### src/design/mmn_pkg.sv
// ----------------------------------------------------------------------------
// mmn_pkg: shared types and constants
// Request and status codes, register indices, datapath command and status structs for the contrast stretch.
// ----------------------------------------------------------------------------
package mmn_pkg;

   localparam logic REQ_LOAD = 1'b0;
   localparam logic REQ_READ = 1'b1;

   localparam logic STATUS_OK        = 1'b0;
   localparam logic STATUS_NOT_READY = 1'b1;

   localparam int CfgRegCount = 3;
   localparam logic [1:0] REG_FRAME_WIDTH    = 2'd0;
   localparam logic [1:0] REG_FRAME_HEIGHT   = 2'd1;
   localparam logic [1:0] REG_GRAYSCALE_MODE = 2'd2;

   localparam logic [7:0] FULL_SCALE = 8'd255;

   // Commands from the controller to the datapath.
   typedef struct packed {
      logic load;        // store the captured sample, update min/max
      logic rd_issue;    // set while the store read for the current plane is issued; unused by the datapath
      logic div_start;   // start a division on the returned sample
      logic [1:0] plane; // plane being read and whose result is being captured
      logic capture;     // capture the divider quotient for this plane
      logic advance;     // step the read position after the pixel
   } mmn_cmd_type;

   // Status from the datapath to the controller.
   typedef struct packed {
      logic frame_loaded;
      logic div_done;
      logic last;
   } mmn_stat_type;

endpackage

### src/design/mmn_ctrl.sv
// ----------------------------------------------------------------------------
// mmn_ctrl: request sequencer
// Accepts requests, drives the datapath per plane and presents responses.
// ----------------------------------------------------------------------------
module mmn_ctrl import mmn_pkg::*; (
   input  logic         clock,
   input  logic         reset,
   input  logic         req_valid,
   input  logic         req_type,
   output logic         req_ready,
   output logic         rsp_valid,
   input  logic         rsp_ready,
   output logic         rsp_status,
   output logic         rsp_last,
   output logic         rsp_zero,
   input  logic         grayscale_mode,
   input  mmn_stat_type stat,
   output mmn_cmd_type  cmd
);
   typedef enum logic [2:0] {
      S_IDLE, S_ISSUE, S_WAIT, S_START, S_DIV, S_RESP
   } state_type;

   state_type  state_ff;
   logic [1:0] plane_ff;
   logic       rsp_valid_ff, status_ff, last_ff, zero_ff;
   logic       accept;

   assign req_ready = (state_ff == S_IDLE) && !rsp_valid_ff;
   assign accept    = req_valid && req_ready;

   always_comb begin
      cmd           = '0;
      cmd.plane     = plane_ff;
      cmd.load      = accept && (req_type == REQ_LOAD);
      cmd.rd_issue  = (state_ff == S_ISSUE);
      cmd.div_start = (state_ff == S_START);
      cmd.capture   = (state_ff == S_DIV) && stat.div_done;
      cmd.advance   = (state_ff == S_RESP);
   end

   always_ff @(posedge clock) begin
      if (reset) begin
         state_ff     <= S_IDLE;
         plane_ff     <= '0;
         rsp_valid_ff <= 1'b0;
         status_ff    <= STATUS_OK;
         last_ff      <= 1'b0;
         zero_ff      <= 1'b0;
      end else begin
         if (rsp_valid_ff && rsp_ready) rsp_valid_ff <= 1'b0;
         unique case (state_ff)
            S_IDLE: begin
               if (accept && req_type == REQ_READ) begin
                  if (!stat.frame_loaded) begin
                     rsp_valid_ff <= 1'b1;
                     status_ff    <= STATUS_NOT_READY;
                     last_ff      <= 1'b0;
                     zero_ff      <= 1'b1;
                  end else begin
                     plane_ff <= '0;
                     state_ff <= S_ISSUE;
                  end
               end
            end
            S_ISSUE: state_ff <= S_WAIT;
            S_WAIT:  state_ff <= S_START;
            S_START: state_ff <= S_DIV;
            S_DIV: begin
               if (stat.div_done) begin
                  if (grayscale_mode || plane_ff == 2'd2) begin
                     state_ff <= S_RESP;
                  end else begin
                     plane_ff <= plane_ff + 1'b1;
                     state_ff <= S_ISSUE;
                  end
               end
            end
            S_RESP: begin
               rsp_valid_ff <= 1'b1;
               status_ff    <= STATUS_OK;
               last_ff      <= stat.last;
               zero_ff      <= 1'b0;
               state_ff     <= S_IDLE;
            end
            default: state_ff <= S_IDLE;
         endcase
      end
   end

   assign rsp_valid  = rsp_valid_ff;
   assign rsp_status = status_ff;
   assign rsp_last   = last_ff;
   assign rsp_zero   = zero_ff;
endmodule

### config.mk
export PLATFORM = sky130hd
export DESIGN_NAME = mmn_ctrl
export DESIGN_NICKNAME = d
export VERILOG_FILES = /design/src/design/mmn_pkg.sv /design/src/design/mmn_ctrl.sv
export SDC_FILE = /design/constraint.sdc
export NUM_CORES = 1
export LEC_CHECK = 0
export ABC_AREA = 1
export BUFFER_PORTS_ARGS = -buffer_cell sky130_fd_sc_hd__buf_2
export CORE_ASPECT_RATIO = 0.9
export CORE_MARGIN = 8
export CORE_UTILIZATION = 35
export CTS_BUF_LIST = sky130_fd_sc_hd__clkbuf_16
export DETAILED_ROUTE_END_ITERATION = 7
export MAX_ROUTING_LAYER = met4
export SYNTH_ARGS = -nofsm -noshare
export SYNTH_HDL_FRONTEND = slang
export SYNTH_SLANG_ARGS = --single-unit
### constraint.sdc
create_clock -name clock -period 3.1 [get_ports clock]
set_input_delay 0.155 -clock clock [delete_from_list [all_inputs] [get_ports clock]]
set_output_delay 0.155 -clock clock [all_outputs]
set_load 0.03 [all_outputs]
======== Word level (Yosys, flattened, before mapping) ========
Index checks and enable logic that the tools add are counted.
word-level totals
  register bits ........................... 8
  output and inout bits ................... 12
operators by class
  $add $sub $neg .......................... 1
  equal/unequal tests ..................... 11
  mux-type cells .......................... 20
  bitwise operators ....................... 1
  reduce and logical (&&, ||, !) cells .... 14
operator list
  cell                                                                     number
  3-bit case mux with 5 select lines                                       1
  3-bit 2-to-1 mux                                                         4
  2-bit 2-to-1 mux                                                         4
  2-bit inequality test, second input constant                             4
  1-bit 2-to-1 mux                                                         7
  3-bit by 2-bit == test with 1-bit output, second input constant          2
  3-bit == test, second input constant                                     2
  1-bit logical AND                                                        6
  1-bit case mux with 2 select lines                                       3
  3-bit AND reduction                                                      2
  5-bit AND reduction                                                      1
  2-bit case mux with 2 select lines                                       1
  2-bit nonzero test                                                       2
  3-bit by 1-bit == test with 1-bit output, second input constant          1
  3-bit zero test                                                          1
  2-bit by 1-bit adder with 2-bit output, second input constant            1
  2-bit == test, second input constant                                     1
  2-bit by 1-bit inequality test with 1-bit output, second input constant  1
  1-bit zero test                                                          1
  1-bit logical OR                                                         1
  1-bit NOT                                                                1

======== Depth between registers and ports, before layout ========
Gate-level depths: netlist of run 1.
  depth after elaboration ................. 6
  mapped depth ............................ 9
  mapped depth without buffers ............ 8

======== Worst setup path before layout of run 1 ========
No wires, ideal clock.
  kind .................................... register to output
  start ................................... register state_ff[1]
  end ..................................... output cmd[6] (netlist bit)
  data arrival time ....................... 1.600 ns
  data required time ...................... 2.945 ns
  slack ................................... 1.345 ns
  stages on the path, launching flop included .. 6
  cells stage by stage .................... dfxtp_1 > nor2_4 > inv_4 > nor2_4 > inv_2 > nor4_1
RTL lines
  what                    line            RTL
  start, declared         mmn_ctrl.sv:24  state_type state_ff;
  start signal, assigned  mmn_ctrl.sv:44  state_ff <= S_IDLE;
  start signal, assigned  mmn_ctrl.sv:62  state_ff <= S_ISSUE;
  start signal, assigned  mmn_ctrl.sv:66  S_ISSUE: state_ff <= S_WAIT;
  end, declared           mmn_ctrl.sv:18  output mmn_cmd_type cmd

==> reports/metrics.cfg, run 1 <==
[sta]
grt_setup_unrepaired = false
clock_skew_ns = 0.00384
finalCritPeriodShare_pct = 52.1
fmax_mhz = 619
worstMarginPinSlew_ns = 0.376
fin_tns_setup_ns = 0
max_slew_margin_pct = 74.9
period_minus_slack_ns = 1.62
setup_violations = 0
drv_slew = 0
hold_viol = 0

[final_layout]
design_area_um2 = 684
area_growth_pct = 35.4
antennaDiodeCount = 0
final_nets = 106
fillers = 143
final_layout_size_suffix_gt1_share_pct = 38.3
multi_input_area_um2 = 264
seqCellArea_um2 = 160

[clocking]
ctsHtreeMaxLevel = 1
hold_buffers = 0
cts_buffers = 3
clock_latency_ns = 0.23
post_cts_buffers = 0
cts_root_buffer = clkbuf_16
clk_path_buf_depth = 2
path_clk_slew_ns = 0.04
cts_resized = 0
cts_sinks = 8
cts_tree = done

[worst_hold_path]
min_from = rsp_ready
hold_class = in -> reg
whs_endpoint = rsp_valid
worstHoldPathCells = 4

[worst_setup_path]
worstSetupEndpointType = output pin
reg2reg_slack_ns = 1.70
r2r-start = plane_ff[0]
critical_path_class = reg -> out
worst_ep_arrival_time_ns = 1.46
startpoint_type = register
required_ns = 2.94
cp_max_fo = 4
reg2reg_depth = 7
r2r_end = plane_ff[0]

[global_route]
grt_max_degree = 9
grt_usage_pct = 9.37
grt_overflow = 0
antenna_found_initial = 0
grt_pass1_vias = 526
grt_pass1_wl_um = 2150

[yosys]
synth.avg_cell_area_um2 = 6.92
synth_area_um2 = 505
synthCells = 73
yosysTopAreaCell = dfxtp_1
yosys_most_used_dff = dfxtp_1
netlist_top_cells_count = nand2_1 (14), inv_1 (13), dfxtp_1 (8)
yosysSeqAreaShare_pct = 31.7
ys_warn_count = 0
yosysUniqueCellTypes = 23
synth-seq-cells = 8
synthTopCellsByArea = dfxtp_1 (32%), nand2_1 (10%), inv_1 (9.7%)
synth_top_area_share_pct = 31.7
synth_edf_count = 0
async_flop_share_pct = 0
yosysMostFrequentCell = nand2_1
synth_fp_nets = 83

[route]
wirelength_um = 1210
vias_per_cell = 4.79
drc = 0
initialDrtViolationCount = 13
final_antenna_net_count = 0
vias = 522
dr.pass1.iters = 4
wl_per_cell_um = 11.1

[place]
dp_hpwl_um = 970
io_buffer_count = 20
placed_cell_area_um2 = 609
place_congestion = 0.797

[pwr]
p_leak_uw = 0.000376
powerDensity_nw_per_um2 = 654
ir_drop_mv = 0.555

[job]
maxCapViolCount = 0

[floorplan]
die_w_um = 56.1
row_count = 13
ioPinCount = 21
core_area_um2 = 1400
die_y_um = 52.1
die_area_um2 = 2920
initial_core_util_pct = 36.1

[status]
status = completed

[layer usage]
metal | share of wire [%] | GRT usage (%)
met3 | 8.0 | 4.62
met2 | 50 | 16.1
met4 | 0 | 2.40
met5 | 0 | -
met1 | 42 | 9.47
[report_power, final]
| part | internal [µW] | switching [µW] | total (µW) | leakage, µW |
|---|---|---|---|---|
| sequential | 113 | 9.25 | 122 | 0.0000653 |
| clock | 166 | 46.4 | 212 | 0.0000370 |
| combinational | 36.8 | 76.8 | 114 | 0.000273 |
| total | 316 | 132 | 448 | 0.000376 |
[area by class of cell]
| type | instances | area share [%] |
|---|---|---|
| Tap cell | 15 | 2.74 |
| Inverter | 17 | 9.69 |
| Timing Repair Buffer | 20 | 14.6 |
| Sequential cell | 8 | 23.4 |
| Multi-Input combinational cell | 46 | 38.6 |
| Clock buffer | 3 | 11.0 |
[logic make-up after synthesis]
kind of cell,Yosys count,synth area share [%]
AOI/OAI and AO/OA,8,12.6
adders and majority gates,1,2.47
buffers and inverters,19,16.1
DFF,8,31.7
and+or+nand+nor,37,37.1
[worst max-delay path, cell delays in order, from the launching register on]
cell     delay (ns)
dfxtp_1        0.34
nor2_4         0.18
inv_4          0.06
nor2_4         0.12
inv_2          0.06
nor4_1         0.21
buf_2          0.26
[worst max-delay path by stage]
| stage | to | slack (ns) | from | depth (start not counted) |
|---|---|---|---|---|
| after floorplan | cmd[6] | 1.35 | state_ff[1] | 5 |
| after global placement | plane_ff[0] | 1.74 | plane_ff[0] | 7 |
| after global routing | cmd[6] | 1.42 | state_ff[1] | 6 |
| final | cmd[6] | 1.48 | state_ff[1] | 6 |
| after CTS | cmd[6] | 1.47 | state_ff[1] | 6 |
| after detailed placement | plane_ff[0] | 1.69 | plane_ff[0] | 7 |
[cells in the final DEF (no fill, tap or decap), drive strengths merged]
cell type  count
a21oi          5
nand3b         1
nor2          10
nand4          1
inv           17
or2            1
nand3          4
clkbuf         3
o31ai          1
ha             1
nor4           1
nand2         15
buf           20
nor3           4
o21ai          2
dfxtp          8
[sequential cells by signal, indices dropped and copies added, names as in the netlist]
name,flops
state_ff,3
rsp_valid,1
rsp_last,1
rsp_zero,1
plane_ff,2
[through the flow]
stage / instances / hold slack, ns / util [%] / setup WS, ns / power, µW
2_1_floorplan: 73 / 0.217 / - / 1.35 / 210
3_3_place_gp: 106 / 0.410 / 43.6 / 1.74 / 236
3_5_place_dp: 106 / 0.411 / 43.6 / 1.69 / 237
4_1_cts: 109 / 0.173 / 48.9 / 1.47 / 453
5_1_grt: 109 / 0.198 / 48.9 / 1.42 / 473
6_report: 109 / 0.173 / 48.9 / 1.48 / 448
Note: power is estimated with default switching activity, not from simulation.
==> run 2: changes to the inputs <==
clock period = 1.6 ns   (was 3.1 ns; I/O delays follow)
==> run 2 against run 1 <==
Hold slack lost 0.076 ns. Non-clock buffer count is the same. Clock skew shrank 0.00097 ns. Core utilization grew 0.45 points. Flip-flop and latch count is the same. Die area is the same. Register-to-register slack lost 1.5 ns. Critical path type unchanged. Sequential power grew 94%. Combinational power grew 95%. Routed wire length grew 0.25%. Clock-buffer cell count is the same.
==> reports/metrics.cfg, run 2 (synthesized netlist as in run 1, its figures left out) <==
[status]
status = completed  ; unchanged

[worst_hold_path]
whs_endpoint = rsp_valid  ; unchanged
min_from = rsp_ready  ; unchanged
worstHoldPathCells = 4  ; unchanged
hold_class = in -> reg  ; unchanged

[worst_setup_path]
critical_path_class = reg -> out  ; unchanged
required_ns = 1.52  ; was 2.94 ns
critical_path_buf_inv_count = 3  ; unchanged
reg2reg_slack_ns = 0.19  ; was 1.70 ns
worstSetupEndpointType = output pin  ; unchanged
worst_ep_arrival_time_ns = 1.37  ; was 1.46 ns
cp_max_fo = 8  ; was 4
crit_chain = inv_2 > nor2_2 > inv_1 > nor2_1 > buf_2  ; was nor2_4 > inv_4 > nor2_4 > inv_2 > nor4_1 > buf_2
path_delay_family = flip-flops  ; was simple AND/OR/NAND/NOR gates
r2r_end = plane_ff[0]  ; unchanged
reg2reg_depth = 7  ; unchanged
slowest_delay_ns = 0.52  ; was 0.34 ns
startpoint_type = register  ; unchanged
r2r-start = plane_ff[0]  ; unchanged
cp_slowest_cell = dfxtp_1  ; unchanged

[route]
final_antenna_net_count = 0  ; unchanged
wl_per_cell_um = 11.1  ; about the same
dr.pass1.iters = 3  ; was 4
vias = 499  ; was 522
wirelength_um = 1210  ; about the same
initialDrtViolationCount = 5  ; was 13
vias_per_cell = 4.58  ; was 4.79
drc = 0  ; unchanged

[global_route]
gr-usage-met3_pct = 4.62  ; unchanged
use_met1_pct = 8.82  ; was 9.47%
grt_usage_pct = 9.49  ; was 9.37%
grt_overflow = 0  ; unchanged
grt_pass1_vias = 506  ; was 526
grt_pass1_wl_um = 2100  ; was 2150 µm
antenna_found_initial = 0  ; unchanged
top_usage_layer = met2  ; unchanged
use_met2_pct = 15.7  ; was 16.1%
grt_max_degree = 9  ; unchanged

[sta]
drv_slew = 0  ; unchanged
grt_setup_unrepaired = false  ; unchanged
hold_viol = 0  ; unchanged
period_minus_slack_ns = 1.45
worstMarginPinSlew_ns = 0.362  ; was 0.376 ns
setup_violations = 0  ; unchanged
finalCritPeriodShare_pct = 90.8
fin_tns_setup_ns = 0  ; unchanged
clock_skew_ns = 0.00287  ; was 0.00384 ns
max_slew_margin_pct = 75.9  ; was 74.9%
fmax_mhz = 688
hold_ws_ns = 0.0968  ; was 0.173 ns

[floorplan]
die_area_um2 = 2920  ; unchanged
die_w_um = 56.1  ; unchanged
die_y_um = 52.1  ; unchanged
core_area_um2 = 1400  ; unchanged
ioPinCount = 21  ; unchanged
initial_core_util_pct = 36.1  ; unchanged
row_count = 13  ; unchanged

[clocking]
post_cts_buffers = 0  ; unchanged
cts_resized = 0  ; unchanged
cts_tree = done  ; unchanged
cts_sinks = 8  ; unchanged
ctsHtreeMaxLevel = 1  ; unchanged
clock_latency_ns = 0.23  ; about the same
path_clk_slew_ns = 0.04  ; about the same
clk_path_buf_depth = 2  ; unchanged
cts_root_buffer = clkbuf_16  ; unchanged
cts_buffers = 3  ; unchanged
hold_buffers = 0  ; unchanged

[pwr]
ir_drop_mv = 0.815  ; was 0.555 mV
powerDensity_nw_per_um2 = 1270  ; was 654 nW/µm²
p_leak_uw = 0.000377  ; was 0.000376 µW

[final_layout]
antennaDiodeCount = 0  ; unchanged
regMostFlops = state_ff  ; unchanged
final_nets = 106  ; unchanged
final_layout_size_suffix_gt1_share_pct = 39.4  ; was 38.3%
top_regs = state_ff: 3 flops, plane_ff: 2 flops  ; unchanged
area_growth_pct = 36.6  ; was 35.4%
design_area_um2 = 691  ; was 684 µm²
layout_commonest_cell = buf_2  ; unchanged
layout_common_cells = buf_2 (20), nand2_1 (14), inv_1 (13)  ; unchanged
largest_register_ff_count = 3  ; unchanged

[place]
placed_cell_area_um2 = 616  ; was 609 µm²
io_buffer_count = 20  ; unchanged
dp_hpwl_um = 990  ; was 970 µm
place_congestion = 0.775  ; was 0.797

[job]
maxCapViolCount = 0  ; unchanged

==> run 2: changes by cell type in the layout (fill, tap and decap cells not counted) <==
| cell | previous run | this run |
|---|---|---|
| nor4_2 | 0 | 1 |
| nor4_1 | 1 | 0 |
==> run 2: per-layer routing <==
layer | share of wire (%) | wire, µm
met1 | 44 | 531
met3 | 4.4 | 53
met2 | 50 | 601
met4 | 2.2 | 27
met5 | 0 | 0
==> run 2: final cells by class <==
| cell class | instances | area [µm²] |
|---|---|---|
| Clock buffer | 3 | 75.1 |
| Fill cell | 141 | 708 |
| Inverter | 17 | 66.3 |
| Multi-Input combinational cell | 46 | 270 |
| Sequential cell | 8 | 160 |
| Tap cell | 15 | 18.8 |
| Timing Repair Buffer | 20 | 100 |
==> run 2: how the worst max path moves through the flow <==
stage,slack (ns),cells past startpoint,to,from
finish,0.15,5,cmd[1],state_ff[2]
detailed placement,0.20,7,plane_ff[0],plane_ff[0]
CTS,0.12,5,cmd[1],state_ff[2]
global placement,0.24,7,plane_ff[0],plane_ff[0]
global route,0.03,5,cmd[1],state_ff[2]
floorplan,0.05,7,plane_ff[0],plane_ff[0]
==> run 2: where the power goes <==
| part | internal (µW) | switching (µW) | leakage [µW] | total [µW] |
|---|---|---|---|---|
| sequential | 218 | 18.8 | 0.0000653 | 237 |
| combinational | 72.3 | 149 | 0.000274 | 222 |
| clock | 322 | 96.5 | 0.0000370 | 419 |
==> run 2: worst min-delay path: stages <==
cell	delay (ns)
buf_2	0.07
inv_1	0.03
nand2_1	0.04
a21oi_1	0.05
==> run 2: metrics by stage <==
stage               power, µW  worst slack [ns]  cells  utilization [%]
finish                    877             0.147    109             49.4
global route              925            0.0283    109             49.4
CTS                       889             0.121    109             49.4
detailed placement        464             0.197    106             44.0
global placement          461             0.245    106             44.0
floorplan                 410            0.0466     73                -
